### src/dpd_pkg.sv
// shared constants and helpers for the debug packet deframer
package dpd_pkg;

	localparam int unsigned LIMIT_W = 12;
	localparam int unsigned BYTE_W  = 8;
	localparam int unsigned EVENT_W = 3;
	localparam int unsigned PHASE_W = 3;

	localparam logic [LIMIT_W-1:0] LIMIT_RESET = 12'd1023;

	localparam logic [PHASE_W-1:0] PH_HUNT = 3'd0;
	localparam logic [PHASE_W-1:0] PH_DATA = 3'd1;
	localparam logic [PHASE_W-1:0] PH_ESC  = 3'd2;
	localparam logic [PHASE_W-1:0] PH_CK1  = 3'd3;
	localparam logic [PHASE_W-1:0] PH_CK2  = 3'd4;

	localparam logic [EVENT_W-1:0] EV_NONE     = 3'd0;
	localparam logic [EVENT_W-1:0] EV_BYTE     = 3'd1;
	localparam logic [EVENT_W-1:0] EV_GOOD     = 3'd2;
	localparam logic [EVENT_W-1:0] EV_BAD      = 3'd3;
	localparam logic [EVENT_W-1:0] EV_INT_IDLE = 3'd4;
	localparam logic [EVENT_W-1:0] EV_INT_PKT  = 3'd5;
	localparam logic [EVENT_W-1:0] EV_OVERFLOW = 3'd6;
	localparam logic [EVENT_W-1:0] EV_STRAY    = 3'd7;

	localparam logic [BYTE_W-1:0] CH_START  = 8'h24;
	localparam logic [BYTE_W-1:0] CH_END    = 8'h23;
	localparam logic [BYTE_W-1:0] CH_BINARY = 8'h58;
	localparam logic [BYTE_W-1:0] CH_ESCAPE = 8'h7d;
	localparam logic [BYTE_W-1:0] CH_XORVAL = 8'h20;
	localparam logic [BYTE_W-1:0] CH_INTR   = 8'h03;
	localparam logic [BYTE_W-1:0] CH_ACK    = 8'h2b;
	localparam logic [BYTE_W-1:0] CH_NAK    = 8'h2d;

	typedef struct packed {
		logic       ok;
		logic [3:0] val;
	} hex_digit_t;

	function automatic hex_digit_t hex_decode(input logic [BYTE_W-1:0] c);
		hex_digit_t r;
		r.ok  = 1'b1;
		r.val = 4'd0;
		if (c >= 8'h30 && c <= 8'h39) begin
			r.val = 4'(c - 8'h30);
		end else if (c >= 8'h61 && c <= 8'h66) begin
			r.val = 4'(c - 8'h57);
		end else if (c >= 8'h41 && c <= 8'h46) begin
			r.val = 4'(c - 8'h37);
		end else begin
			r.ok = 1'b0;
		end
		return r;
	endfunction

	function automatic logic [BYTE_W-1:0] checksum_value(input logic [BYTE_W-1:0] c1,
			input logic [BYTE_W-1:0] c2);
		hex_digit_t h1;
		hex_digit_t h2;
		logic [BYTE_W-1:0] v;
		h1 = hex_decode(c1);
		h2 = hex_decode(c2);
		v  = '0;
		if (h1.ok) begin
			v = {4'd0, h1.val};
			if (h2.ok) begin
				v = {h1.val, h2.val};
			end
		end
		return v;
	endfunction

endpackage

### src/debug_packet_deframer_top.sv
// Remote serial debug link packet deframer. Received characters enter on the
// s_axis side one per request; every accepted character gives exactly one
// result request on the m_axis side, carrying an event code, the unescaped
// payload byte, the payload length at packet end and the binary packet flag.
// A character passes through the input register, then the result register;
// a new character is taken every cycle as long as the output side takes
// results. The framing state (phase, running checksum, byte count) is updated
// combinationally between the two registers, which allows that rate.
// The user must write payload_limit through cfg_wr_en and cfg_wr_data only
// while the block is idle (not enforced by the block); it resets to 1023.
module debug_packet_deframer_top (
	input  logic                           clk,
	input  logic                           arst_n,
	input  logic                           cfg_wr_en,
	input  logic [dpd_pkg::LIMIT_W-1:0]    cfg_wr_data,
	input  logic                           s_axis_tvalid,
	output logic                           s_axis_tready,
	input  logic [7:0]                     s_axis_tdata,   // rx_byte
	output logic                           m_axis_tvalid,
	input  logic                           m_axis_tready,
	output logic [23:0]                    m_axis_tdata,   // payload_byte, packet_length, zero pad
	output logic [3:0]                     m_axis_tuser    // event_res, binary_packet
);
	import dpd_pkg::*;

	logic [LIMIT_W-1:0] limit_q;
	logic [PHASE_W-1:0] phase_q;
	logic [BYTE_W-1:0]  sum_q;
	logic [LIMIT_W-1:0] count_q;
	logic               escape_q;
	logic               type_seen_q;
	logic [BYTE_W-1:0]  first_digit_q;

	logic               valid_s1;
	logic [BYTE_W-1:0]  rx_s1;

	logic               out_valid_q;
	logic [EVENT_W-1:0] event_q;
	logic [BYTE_W-1:0]  pbyte_q;
	logic [LIMIT_W-1:0] length_q;
	logic               binary_q;

	logic               out_free;
	logic               advance;

	logic [PHASE_W-1:0] n_phase;
	logic [BYTE_W-1:0]  n_sum;
	logic [LIMIT_W-1:0] n_count;
	logic               n_escape;
	logic               n_type_seen;
	logic [BYTE_W-1:0]  n_first_digit;
	logic [EVENT_W-1:0] n_event;
	logic [BYTE_W-1:0]  n_pbyte;
	logic [LIMIT_W-1:0] n_length;
	logic               do_store;
	logic [BYTE_W-1:0]  store_val;
	logic [LIMIT_W:0]   next_count;

	assign out_free      = !out_valid_q || m_axis_tready;
	assign advance       = valid_s1 && out_free;
	assign s_axis_tready = !valid_s1 || out_free;

	assign m_axis_tvalid = out_valid_q;
	assign m_axis_tdata  = {4'd0, length_q, pbyte_q};
	assign m_axis_tuser  = {binary_q, event_q};

	assign next_count = {1'b0, count_q} + {{LIMIT_W{1'b0}}, 1'b1};

	always_comb begin
		n_phase       = phase_q;
		n_sum         = sum_q;
		n_count       = count_q;
		n_escape      = escape_q;
		n_type_seen   = type_seen_q;
		n_first_digit = first_digit_q;
		n_event       = EV_NONE;
		n_pbyte       = '0;
		n_length      = '0;
		do_store      = 1'b0;
		store_val     = rx_s1;
		unique case (phase_q)
			PH_DATA: begin
				if (!type_seen_q) begin
					n_type_seen = 1'b1;
					n_escape    = (rx_s1 == CH_BINARY);
				end
				if (rx_s1 == CH_END) begin
					n_phase = PH_CK1;
				end else if (n_escape && rx_s1 == CH_ESCAPE) begin
					n_sum   = sum_q + rx_s1;
					n_phase = PH_ESC;
				end else if (!n_escape && rx_s1 == CH_INTR) begin
					n_event = EV_INT_PKT;
				end else begin
					n_sum    = sum_q + rx_s1;
					do_store = 1'b1;
				end
			end
			PH_ESC: begin
				n_sum     = sum_q + rx_s1;
				n_phase   = PH_DATA;
				do_store  = 1'b1;
				store_val = rx_s1 ^ CH_XORVAL;
			end
			PH_CK1: begin
				n_first_digit = rx_s1;
				n_phase       = PH_CK2;
			end
			PH_CK2: begin
				n_event  = (checksum_value(first_digit_q, rx_s1) == sum_q) ? EV_GOOD : EV_BAD;
				n_length = count_q;
				n_phase  = PH_HUNT;
			end
			default: begin
				n_phase = PH_HUNT;
				if (rx_s1 == CH_START) begin
					n_phase     = PH_DATA;
					n_sum       = '0;
					n_count     = '0;
					n_type_seen = 1'b0;
					n_escape    = 1'b0;
				end else if (rx_s1 == CH_ACK || rx_s1 == CH_NAK) begin
					n_event = EV_STRAY;
				end else if (rx_s1 == CH_INTR) begin
					n_event = EV_INT_IDLE;
				end
			end
		endcase
		if (do_store) begin
			if (next_count > {1'b0, limit_q}) begin
				n_phase = PH_HUNT;
				n_event = EV_OVERFLOW;
			end else begin
				n_count = next_count[LIMIT_W-1:0];
				n_pbyte = store_val;
				n_event = EV_BYTE;
			end
		end
	end

	always_ff @(posedge clk or negedge arst_n) begin
		if (!arst_n) begin
			limit_q <= LIMIT_RESET;
		end else if (cfg_wr_en) begin
			limit_q <= cfg_wr_data;
		end
	end

	always_ff @(posedge clk or negedge arst_n) begin
		if (!arst_n) begin
			valid_s1 <= 1'b0;
		end else if (s_axis_tready) begin
			valid_s1 <= s_axis_tvalid;
		end
	end

	always_ff @(posedge clk) begin
		if (s_axis_tready && s_axis_tvalid) begin
			rx_s1 <= s_axis_tdata;
		end
	end

	always_ff @(posedge clk or negedge arst_n) begin
		if (!arst_n) begin
			phase_q       <= PH_HUNT;
			sum_q         <= '0;
			count_q       <= '0;
			escape_q      <= 1'b0;
			type_seen_q   <= 1'b0;
			first_digit_q <= '0;
		end else if (advance) begin
			phase_q       <= n_phase;
			sum_q         <= n_sum;
			count_q       <= n_count;
			escape_q      <= n_escape;
			type_seen_q   <= n_type_seen;
			first_digit_q <= n_first_digit;
		end
	end

	always_ff @(posedge clk or negedge arst_n) begin
		if (!arst_n) begin
			out_valid_q <= 1'b0;
		end else if (out_free) begin
			out_valid_q <= valid_s1;
		end
	end

	always_ff @(posedge clk) begin
		if (advance) begin
			event_q  <= n_event;
			pbyte_q  <= n_pbyte;
			length_q <= n_length;
			binary_q <= n_escape;
		end
	end

endmodule

### config.mk
export PLATFORM = sky130hd
export DESIGN_NAME = debug_packet_deframer_top
export DESIGN_NICKNAME = d
export VERILOG_FILES = /design/src/dpd_pkg.sv /design/src/debug_packet_deframer_top.sv
export SDC_FILE = /design/constraint.sdc
export NUM_CORES = 1
export LEC_CHECK = 0
export ABC_CLOCK_PERIOD_IN_PS = 5000
export BUFFER_PORTS_ARGS = -buffer_cell sky130_fd_sc_hd__buf_4
export CAP_MARGIN = 10
export CORE_MARGIN = 4
export CORE_UTILIZATION = 55
export CTS_CLUSTER_DIAMETER = 150
export CTS_CLUSTER_SIZE = 30
export DETAILED_ROUTE_END_ITERATION = 7
export PLACE_DENSITY = 0.76
export SYNTH_ARGS = -nofsm -noshare
export SYNTH_HDL_FRONTEND = slang
export SYNTH_SLANG_ARGS = --single-unit
export TNS_END_PERCENT = 1
### constraint.sdc
create_clock -name clk -period 5 [get_ports clk]
set_clock_uncertainty 0.2 [all_clocks]
set_input_delay 0.75 -clock clk [delete_from_list [all_inputs] [get_ports clk]]
set_output_delay 0.75 -clock clk [all_outputs]
set_load 0.005 [all_outputs]
## After elaboration in Yosys (flattened, before gate mapping)

Cells that the tools add are included.

| storage, ports and cells | value |
|---|---|
| input bits | 25 |
| bits in registers | 79 |
| ROM bits | 0 |
| latch bits | 0 |
| memories | 0 |
| output and inout port bits | 30 |
| logic and storage cells | 132 |
| bits in writable memories | 0 |

| cells by class | value |
|---|---|
| bitwise gates (word level) | 4 |
| add/subtract/negate cells | 8 |
| shifts and indexed selects | 0 |
| reductions and logical operators | 26 |
| div/mod/pow operators | 0 |
| order comparisons | 13 |
| multiply operators | 0 |
| mux-type cells | 53 |
| equality and inequality tests | 14 |

Operators with widths:

| operator | number |
|---|---|
| $mux W8 | 7 |
| $mux W12 | 4 |
| $mux W3 | 12 |
| $eq A8 B6 Y1 const B | 4 |
| $ge A8 B7 Y1 const B | 4 |
| $le A8 B7 Y1 const B | 4 |
| $mux W4 | 6 |
| $pmux W8 S3 | 1 |
| $mux W1 | 17 |
| $eq A8 B7 Y1 const B | 2 |
| $ge A8 B6 Y1 const B | 2 |
| $le A8 B6 Y1 const B | 2 |
| $sub A4 B3 Y4 const B | 4 |
| $add A12 B1 Y13 const B | 1 |
| $gt A13 B12 Y1 | 1 |
| $pmux W3 S4 | 1 |
| $logic_and A1 B1 Y1 | 10 |
| $pmux W3 S3 | 1 |
| $add A8 B8 Y8 | 1 |
| $eq A8 B2 Y1 const B | 1 |
| $eq A8 B8 Y1 | 1 |
| $sub A4 B1 Y4 const B | 2 |
| $eq A3 B2 Y1 const B | 2 |
| $mux W6 | 1 |
| other kinds (16) | 27 |

## Logic depth before layout (Yosys ltp)

Gate-level depths: netlist of the first run.

| logic depth | value |
|---|---|
| depth in word-level cells | 13 |
| gate-level depth with buffers | 14 |
| depth with buffers taken out | 13 |

## Worst setup path after synthesis of the first run

Ideal clock, no wire load.

| timing | value |
|---|---|
| kind | reg-to-reg |
| from | register count_q[0] |
| to | register pbyte_q[2], data pin |
| library setup time | 0.255 ns |
| data arrival time | 2.635 ns |
| required time | 4.545 ns |
| path slack | 1.911 ns |
| path buffers | 0 |
| period minus slack after synthesis | 3.089 ns |
| cell stages (with the launch flop) | 12 |
| cell sequence | dfrtp_1 ha_1 nand2_1 nor2_1 and3_1 xor2_1 ha_1 nand4_1 a211o_1 a311oi_2 nor3_1 and2_1 |

| between the ends | value |
|---|---|
| cells in the longest elaborated chain, start to end | 3 |

Ends and longest elaborated chain:

| item | line | text |
|---|---|---|
| start, declared | debug_packet_deframer_top.sv:29 | `logic [LIMIT_W-1:0] count_q;` |
| start signal, assigned | debug_packet_deframer_top.sv:174 | `count_q <= n_count;` |
| $add A12 B1 Y13 | debug_packet_deframer_top.sv:67 | `assign next_count = {1'b0, count_q} + {{LIMIT_W{1'b0}}, 1'b1};` |
| $gt A13 B12 Y1 | debug_packet_deframer_top.sv:130 | `if (next_count > {1'b0, limit_q}) begin` |
| $reduce_or A2 Y1 (no line) | -- |  |
| end signal, assigned | debug_packet_deframer_top.sv:192 | `pbyte_q <= n_pbyte;` |
| end, declared | debug_packet_deframer_top.sv:39 | `logic [BYTE_W-1:0] pbyte_q;` |

Every way passes these cells.
A chain may end at the register's enable or synchronous reset.

## Worst setup path in the final report of the first run

| timing | value |
|---|---|
| from | register count_q[0] |
| to | register count_q[5] |

| between the ends | value |
|---|---|
| cells in the longest elaborated chain, start to end | 4 |

Ends and longest elaborated chain:

| item | line | text |
|---|---|---|
| $add A12 B1 Y13 * | debug_packet_deframer_top.sv:67 |  |
| $gt A13 B12 Y1 | debug_packet_deframer_top.sv:130 |  |
| $mux W12 * | debug_packet_deframer_top.sv:130 |  |
| $mux W12 * | debug_packet_deframer_top.sv:129 | `if (do_store) begin` |

Every way passes the cells marked *; elsewhere a longest branch is shown, timed or not.

==> out/metrics.yaml, run 1 <==
post-route-drc-count: 0
fp.dieH_um: 99.2
synth-compound-area-share_pct: 13.7
busiest_layer: "met2"
drt-total-wl_um: 9160
max-slew-margin-rel_pct: 36.4
via_count: 3460
setup_violations: 0
ff2ff_setup_slack_ps: 1310
seq_area_frac_synth_pct: 47.0
synth_top_family_by_area: "simple AND/OR/NAND/NOR gates"
report.final.slew_viol_count: 0
max-cap-violations: 0
die_area_um2: 9840
layout-drive-gt1-share_pct: 18.3
rr_worst_depth: 12
cts_tree: "yes"
drt_pass1_iterations: 5
dpl-instance-area_um2: 4980
cts_made_buffers: 9
async_flop_share_pct: 59.5
hpwl_um: 7020
synth_mux_area_share_pct: 2.16
syn_avg_cell_area_um2: 10.1
r2r-start: "count_q[0]"
crit_path_frequent_cell: "ha_1"
die_x_um: 99.2
drt_iter0_markers: 236
cts_max_path_buffers: 2
critPathLaunchType: "flip-flop"
tightest_slew_ps: 946
p_leak_uw: 0.00229
timing.rr.end: "count_q[5]"
powerDensity_nw_per_um2: 299
critPathSlowestCell: "nor4_4"
synth-seq-cells: 79
synth_edf_count: 32
ys_warn_count: 0
hold_path.class: "in2async"
start_util_pct: 58.0
crit_path_max_fanout: 23
grt-ovfl-total: 0
finalSetupTns_ps: 0
first_global_vias: 3153
critPathRequiredTime_ps: 5000
core_area_um2: 7890
outcome: "completed"
portBuffers: 50
synth_cells: 454
post_drt_wl_per_cell_um: 15.1
clk_latency_ps: 350
grt_first_pass_wirelength_um: 15400
critPathMaxStageDelay_ps: 830
synthToLayoutAreaGrowth_pct: 12.7
path_cells: "ha_1 -> nand2_1 -> nor2_1 -> and3_1 -> nand3_1 -> xnor2_1 -> ha_1 -> nand4_1 -> nor3_1 -> o21ai_1 -> nor4_4 -> o21ai_0"
met2_usage_pct: 29.4
antenna_found_initial: 0
clkSinkCount: 79
met3_usage_pct: 3.09
gp_congestion: 0.913
avgViaCountPerCell: 5.72
grt_max_degree: 48
period_share_pct: 73.8
cts_max_level: 3
hold_viol_final: 0
nNetsFinal: 551
min_period_ps: 3690
cts_resized: 0
crit_arrival_ps: 3690
track_usage_pct: 19.6
rsz0062_at_grt: "false"
synth_ff_type: "dfrtp_1"
ir_drop_v: 0.000150
max_freq_mhz: 271
synthSimpleGateAreaFrac_pct: 20.5
detail-route-antenna-nets: 0
postCtsSetupRepairBufs: 0
io_pins: 55
cp-end-kind: "flip-flop"
met1_usage_pct: 28.9
synth-xor-area-share_pct: 4.40
synth_area_um2: 4570
synthAdderAreaFrac_pct: 7.82
synthDistinctLibCells: 63
final_cell_area_um2: 5160
cts-root-buf: "clkbuf_8"
n_antenna_cell: 0
clk_pin_slew_ps: 90
worstSetupPathType: "reg2reg"
rows: 32
ctsHoldBuffers: 0
-- worst max path at each step --
stage	cells past startpoint	slack, ps	to	startpoint
2_1_floorplan	11	1910	pbyte_q[2]	count_q[0]
3_3_place_gp	12	1500	count_q[11]	count_q[0]
6_report	12	1310	count_q[5]	count_q[0]
5_1_grt	12	970	count_q[7]	count_q[0]
4_1_cts	12	1310	count_q[4]	count_q[0]
3_5_place_dp	12	1310	count_q[4]	count_q[0]
-- synthesized netlist by cell type (4+ instances only) --
master    number  share of area (%)
o31ai_1        5               0.82
dfstp_2       10                5.7
nor3_1         5               0.55
dfrtp_1       37                 20
nand4_1        7               0.96
a31oi_1        4               0.55
and2_1         7               0.96
ha_1          27                7.4
nand2_1       61                5.0
a21o_1         6               0.98
nand3_1       11                1.2
nor2b_1        7               0.96
nor4_1         4               0.55
nand2b_1      17                2.3
xor2_1        10                1.9
inv_1         21                1.7
a21oi_1       12                1.3
buf_4          6               0.98
a211oi_1       4               0.66
and3_1        16                2.2
xnor2_1       13                2.5
mux2_2         7                1.7
o21ai_0       40                4.4
edfxtp_1      32                 21
clkbuf_1       9               0.74
nor2_1        21                1.7
-- per-layer routing --
layer	wire length, um	vias up
li1	-	1708
met1	4390	1627
met2	4060	110
met3	552	15
met4	156	0
met5	0	-
-- kinds of logic after synthesis --
family,after synthesis
AO/OA/AOI/OAI,98
XOR/XNOR,23
adder cells (fa/ha/maj),28
buffers and inverters,42
flip-flops,79
multiplexers,9
other,1
AND/OR/NAND/NOR,174
-- cell type report --
cell class	count	area (um2)
fillers	645	2730
well taps	102	128
multi-input cells	336	2240
flip-flops and latches	79	2150
clock buffers	9	124
repair buffers	51	383
clock inverters	7	56.3
inverters	21	78.8
-- worst max-delay path: cells and delay by family, from the launching register on --
family,cells,cell delay (ps)
fa+ha+maj,2,540
flops,1,460
simple gates,7,1710
compound gates,2,450
xor+xnor,1,160
-- power by group --
part,switching [uW],internal (uW)
combinational,171,139
clock,248,186
sequential,58.1,742
total,477,1070
-- through the flow --
stage	utilization [%]	hold WS [ps]	instances	total power, uW	setup WS (ps)
floorplan	-	250	457	1010	1910
global placement	63.1	272	589	1110	1500
detailed placement	63.1	293	589	1120	1310
CTS	65.4	214	605	1550	1310
global route	65.4	243	605	1640	970
finish	65.4	186	605	1540	1310
-- cells in the final DEF (no fill, tap or decap), drive strengths merged, types with 9 or more instances in the layout --
cell type / instances
a21oi: 12
and3: 16
buf: 51
clkbuf: 9
dfrtp: 37
dfstp: 10
edfxtp: 32
ha: 27
inv: 24
nand2: 61
nand2b: 17
nand3: 11
nor2: 21
o21ai: 43
xnor2: 13
xor2: 10
-- state kept, by name (all words and copies together) (netlist names) --
signal         cells
sum_q              8
length_q          12
first_digit_q      8
escape_q           1
type_seen_q        1
binary_q           1
phase_q            3
m_axis_tvalid      1
rx_s1              8
count_q           12
valid_s1           1
limit_q           12
pbyte_q            8
event_q            3
Note: power is estimated with default switching activity, not from simulation.
==> inputs of run 2 (changes only) <==
--- a/config.mk
+++ b/config.mk
@@ -5,15 +5,15 @@
 export SDC_FILE = /design/constraint.sdc
 export NUM_CORES = 1
 export LEC_CHECK = 0
-export ABC_CLOCK_PERIOD_IN_PS = 5000
+export ABC_CLOCK_PERIOD_IN_PS = 3100
 export BUFFER_PORTS_ARGS = -buffer_cell sky130_fd_sc_hd__buf_4
 export CAP_MARGIN = 10
 export CORE_MARGIN = 4
-export CORE_UTILIZATION = 55
+export CORE_UTILIZATION = 53
 export CTS_CLUSTER_DIAMETER = 150
 export CTS_CLUSTER_SIZE = 30
 export DETAILED_ROUTE_END_ITERATION = 7
-export PLACE_DENSITY = 0.76
+export PLACE_DENSITY = 0.77
 export SYNTH_ARGS = -nofsm -noshare
 export SYNTH_HDL_FRONTEND = slang
 export SYNTH_SLANG_ARGS = --single-unit
==> constraint.sdc (replaced) <==
create_clock -name clk -period 3.1 [get_ports clk]
set_clock_uncertainty 0.2 [all_clocks]
set_input_delay 0.465 -clock clk [delete_from_list [all_inputs] [get_ports clk]]
set_output_delay 0.465 -clock clk [all_outputs]
set_load 0.005 [all_outputs]
==> out/metrics.yaml, run 2 (same netlist as run 1, synthesis figures left out) <==
clk_pin_slew_ps: 90  # about the same
layout_common_cells: "buf_4 (90), nand2_1 (61), o21ai_0 (38), dfrtp_1 (36), edfxtp_1 (32)"
first_global_vias: 3498  # +11%
hold_path.class: "in2reg"
synthToLayoutAreaGrowth_pct: 22.6
die_x_um: 101  # +1.7%
hpwl_um: 7430  # +5.8%
io_pins: 55  # unchanged
n_fill_cell: 626  # -2.9%
clk_latency_ps: 360  # about the same
cp-end-kind: "flip-flop"
min_period_ps: 3180  # -508 ps
rr_worst_depth: 15  # +3
min_to: "rx_s1[0]"
post-route-drc-count: 0  # unchanged
p_leak_uw: 0.00255  # +12%
violations: "negative setup slack"
cts_tree: "yes"
multi_input_area_um2: 2310  # +3.4%
antenna_found_initial: 0  # unchanged
path_cells: "buf_4 -> nand2_1 -> nor2_2 -> and3_4 -> nand3_1 -> xnor2_2 -> ha_1 -> o21a_1 -> o21ai_2 -> a311oi_2 -> buf_4 -> nor4_4 -> buf_4 -> buf_12 -> mux2i_1"
crit_path_frequent_cell: "buf_4"
ir_drop_v: 0.000357  # +140%
dp_slack_ps: -28.3  # -1340 ps
worstSetupPathType: "reg2reg"
rsz0062_at_grt: "true"
max_freq_mhz: 314  # +16%
seq_area_um2: 2150  # about the same
r2r-start: "count_q[0]"
final_util_pct: 67.6  # +2.2 points
setup_violations: 19  # +19
post_drt_wl_per_cell_um: 15.6  # +3.0%
critPathMaxStageDelay_ps: 380  # -450 ps
report.final.slew_viol_count: 0  # unchanged
max-cap-violations: 0  # unchanged
via_count: 3626  # +4.8%
crit_path_max_fanout: 12  # -48%
drt_pass1_iterations: 4  # -1
avgViaCountPerCell: 5.58  # -2.5%
hold_path.startpoint: "s_axis_tdata[0]"
tightest_slew_ps: 597  # -350 ps
start_util_pct: 55.1  # -2.9 points
nNetsFinal: 593  # +7.6%
critPathLaunchType: "flip-flop"
cts_max_path_buffers: 2  # unchanged
max-slew-margin-rel_pct: 60.2  # +24 points
fp.dieH_um: 101  # +1.7%
powerDensity_nw_per_um2: 477  # +59%
timing.rr.end: "count_q[0]"
hold_viol_final: 0  # unchanged
cts-root-buf: "clkbuf_8"
grt_first_pass_wirelength_um: 16700  # +7.9%
power_uw: 2670  # +73%
die_area_um2: 10200  # +3.5%
detail-route-antenna-nets: 0  # unchanged
grt_max_degree: 48  # unchanged
cts_max_level: 3  # unchanged
rows: 33  # +3.1%
core_area_um2: 8300  # +5.2%
grt-ovfl-total: 0  # unchanged
mostFrequentLayoutCell: "buf_4"
fin_ws_ps: -84.0  # -1390 ps
top_regs: "count_q (12), length_q (12), limit_q (12)"
gp_congestion: 0.903  # -1.1%
n_antenna_cell: 0  # unchanged
finalSetupTns_ps: -760  # -760 ps
period_share_pct: 103  # +29 points
ff2ff_setup_slack_ps: -80  # -1390 ps
critPathRequiredTime_ps: 3180  # -1820 ps
cts_made_buffers: 9  # unchanged
outcome: "complete, but fails checks"
clkSinkCount: 79  # unchanged
drt_iter0_markers: 228  # -3.4%
critPathSlowestCell: "dfrtp_1"
crit_arrival_ps: 3270  # -420 ps
dpl-instance-area_um2: 5260  # +5.8%
track_usage_pct: 20.7  # +1.1 points
min_path_cells: 1
drt-total-wl_um: 10100  # +11%
portBuffers: 50  # unchanged
layout-drive-gt1-share_pct: 27.2  # +8.9 points
final_cell_area_um2: 5610  # +8.8%
## run 2: critical path, delay by kind of cell (launching register included)
kind / cells / cell delay, ps
compound gates: 3 / 400
xor+xnor: 1 / 180
simple gates: 5 / 830
buf+inv: 4 / 620
fa+ha+maj: 1 / 320
mux: 1 / 180
flops: 1 / 380
## run 2: layout make-up
class                      count  area share, %
tap                          105           2.34
clock buffer                   9           2.21
timing repair buffer          93           13.0
sequential                    79           38.4
clock inverter                 7           1.41
inverter                      21           1.41
multi-input combinational    336           41.3
## run 2: repair_timing
action,in CTS,in global routing
gates resized for setup,6,12
setup buffers,3,1
pin swaps,1,2
hold endpoints to repair,37,0
hold buffers,1,0
cloned,0,1
endpoints found under the setup margin,17,24
## run 2: how the worst max path moves through the flow
stage                     cells past startpoint  slack (ps)         end       start
after floorplan                              11          10  pbyte_q[2]  count_q[0]
final                                        15         -80  count_q[0]  count_q[0]
after global routing                         15        -260  count_q[0]  count_q[1]
after global placement                       13          40  pbyte_q[3]  count_q[0]
after CTS                                    10          10  event_q[0]    rx_s1[1]
after detailed placement                     13         -30  pbyte_q[6]  count_q[0]
## run 2: metal layers
layer	vias to the layer above	GRT usage (%)	wire length (um)
li1	1790	-	-
met1	1712	29.0	4830
met2	109	32.8	4610
met3	15	2.77	527
met4	0	7.98	170
met5	-	0	0
## run 2: per-stage QoR
| step | hold WS [ps] | cells |
|---|---|---|
| 3_5_place_dp | 297 | 628 |
| 4_1_cts | 73.4 | 648 |
| 5_1_grt | 69.1 | 650 |
| 2_1_floorplan | -30.6 | 457 |
| 3_3_place_gp | 271 | 628 |
| 6_report | 81.3 | 650 |
## run 2: power by group
| part | total, uW | internal, uW | switching, uW |
|---|---|---|---|
| sequential | 1280 | 1200 | 79.2 |
| combinational | 624 | 300 | 324 |
| clock | 773 | 380 | 393 |
==> inputs of run 3 (changes only) <==
--- a/config.mk
+++ b/config.mk
@@ -8,7 +8,7 @@
 export ABC_CLOCK_PERIOD_IN_PS = 3100
 export BUFFER_PORTS_ARGS = -buffer_cell sky130_fd_sc_hd__buf_4
 export CAP_MARGIN = 10
-export CORE_MARGIN = 4
+export CORE_ASPECT_RATIO = 1.2
 export CORE_UTILIZATION = 53
 export CTS_CLUSTER_DIAMETER = 150
 export CTS_CLUSTER_SIZE = 30
==> out/metrics.yaml, run 3 (same netlist as run 1, synthesis figures left out) <==
clk_pin_slew_ps: 90  # about the same
dpl-instance-area_um2: 5290  # +0.50%
first_global_vias: 3646  # +4.2%
layout_common_cells: "buf_4 (91), nand2_1 (61), o21ai_0 (38), dfrtp_1 (37), edfxtp_1 (32)"
avgViaCountPerCell: 5.66  # +1.5%
outcome: "complete, but fails checks"
crit_arrival_ps: 3120  # -150 ps
rr_worst_depth: 13  # -2
ff2ff_setup_slack_ps: -80  # about the same
max-cap-violations: 0  # unchanged
powerDensity_nw_per_um2: 494  # +3.5%
critPathRequiredTime_ps: 3040  # -140 ps
gp_congestion: 0.885  # -2.0%
post_drt_wl_per_cell_um: 15.4  # -1.4%
max-slew-margin-rel_pct: 59.4  # -0.83 points
start_util_pct: 55.5  # +0.38 points
final_util_pct: 68.2  # +0.64 points
met3_usage_pct: 3.82  # +1.1 points
drt_iter0_markers: 221  # -3.1%
report.final.slew_viol_count: 0  # unchanged
cts_made_buffers: 9  # unchanged
cts_tree: "yes"
tightest_slew_ps: 609  # +12.4 ps
hold_path.class: "in2reg"
io_pins: 55  # unchanged
hold_viol_final: 0  # unchanged
rows: 36  # +9.1%
p_leak_uw: 0.00255  # about the same
post-route-drc-count: 0  # unchanged
timing.rr.end: "pbyte_q[6]"
cts_max_path_buffers: 2  # unchanged
fin_ws_ps: -83.8  # +0.158 ps
min_period_ps: 3180  # -0.158 ps
dp_slack_ps: -69.4  # -41.1 ps
r2r-start: "count_q[0]"
worstSetupPathType: "reg2reg"
core_area_um2: 8240  # -0.68%
cts_max_level: 3  # unchanged
period_share_pct: 103  # about the same
die_x_um: 86.8  # -14%
met2_usage_pct: 36.9  # +4.1 points
met1_usage_pct: 32.7  # +3.7 points
ir_drop_v: 0.000374  # +4.8%
grt-ovfl-total: 0  # unchanged
critPathCapture: "pbyte_q[6]"
cp-end-kind: "flip-flop"
stdcell_count: 659  # +1.4%
portBuffers: 50  # unchanged
place_inst: 639  # +1.8%
crit_path_max_fanout: 7  # -5
max_freq_mhz: 314  # about the same
busiest_layer: "met2"
top_regs: "count_q (12), length_q (12), limit_q (12)"
final_cell_area_um2: 5620  # +0.27%
nNetsFinal: 593  # unchanged
mostFrequentLayoutCell: "buf_4"
drt-total-wl_um: 10100  # about the same
violations: "negative setup slack"
cts-root-buf: "clkbuf_8"
startpoint: "count_q[0]"
clkSinkCount: 79  # unchanged
finalSetupTns_ps: -570  # +189 ps
via_count: 3733  # +3.0%
detail-route-antenna-nets: 0  # unchanged
grt_max_degree: 48  # unchanged
critPathLaunchType: "flip-flop"
die_area_um2: 9010  # -12%
grt_first_pass_wirelength_um: 16700  # +0.37%
drt_pass1_iterations: 5  # +1
track_usage_pct: 23.9  # +3.2 points
synthToLayoutAreaGrowth_pct: 22.9
fp.dieH_um: 104  # +2.8%
rsz0062_at_grt: "true"
setup_violations: 16  # -3
n_antenna_cell: 0  # unchanged
hpwl_um: 7300  # -1.7%
clk_latency_ps: 380  # +20 ps
layout-drive-gt1-share_pct: 26.8  # -0.37 points
antenna_found_initial: 0  # unchanged
[run 3: metrics by stage]
step / hold slack, ps / total power (uW)
floorplan: -30.6 / 1630
global placement: 273 / 1840
detailed placement: 292 / 1870
CTS: 59.7 / 2750
global route: 60.2 / 2900
finish: 64.9 / 2780
[run 3: layout make-up]
type	count	area, um2
Timing Repair Buffer	93	713
Multi-Input combinational cell	336	2310
Sequential cell	79	2150
Tap cell	114	143
Fill cell	656	2620
Clock inverter	7	104
Inverter	21	78.8
Clock buffer	9	124
[run 3: what timing repair did]
item	4_1_cts	5_1_grt
hold buffers	1	0
pin swaps	2	0
endpoints found under the setup margin	21	23
gates resized for setup	6	10
buffers inserted	3	0
hold endpoints to repair	37	0
[run 3: critical path, cell delays in order (launching register included)]
cell and delay (ps):
dfrtp_1 410, ha_2 210, nand2_1 90, nor2_2 50, and3_4 190, xor2_1 160, ha_1 300, nand4_1 190
a211o_1 310, a311oi_2 270, buf_4 180, nor3_1 60, buf_4 170, and2_1 160
[run 3: layer usage]
metal / wire length (um) / vias up
met5: 0 / -
met4: 201 / 0
met3: 538 / 19
met2: 4890 / 137
met1: 4510 / 1789
li1: - / 1788
[run 3: how the worst min path moves through the flow]
stage	from	end	slack [ps]	cells past startpoint
after floorplan	arst_n	count_q[0]	-30	0
after global placement	valid_s1	m_axis_tvalid	270	1
after detailed placement	first_digit_q[5]	first_digit_q[5]	290	2
after CTS	s_axis_tdata[7]	rx_s1[7]	60	1
after global routing	s_axis_tdata[4]	rx_s1[4]	60	1
final	s_axis_tdata[3]	rx_s1[3]	60	1
[run 3: power breakdown]
part | total [uW] | switching, uW | leakage (uW) | internal [uW]
logic | 625 | 328 | 0.00152 | 297
registers | 1270 | 76.2 | 0.000923 | 1200
clock network | 878 | 415 | 0.000108 | 462
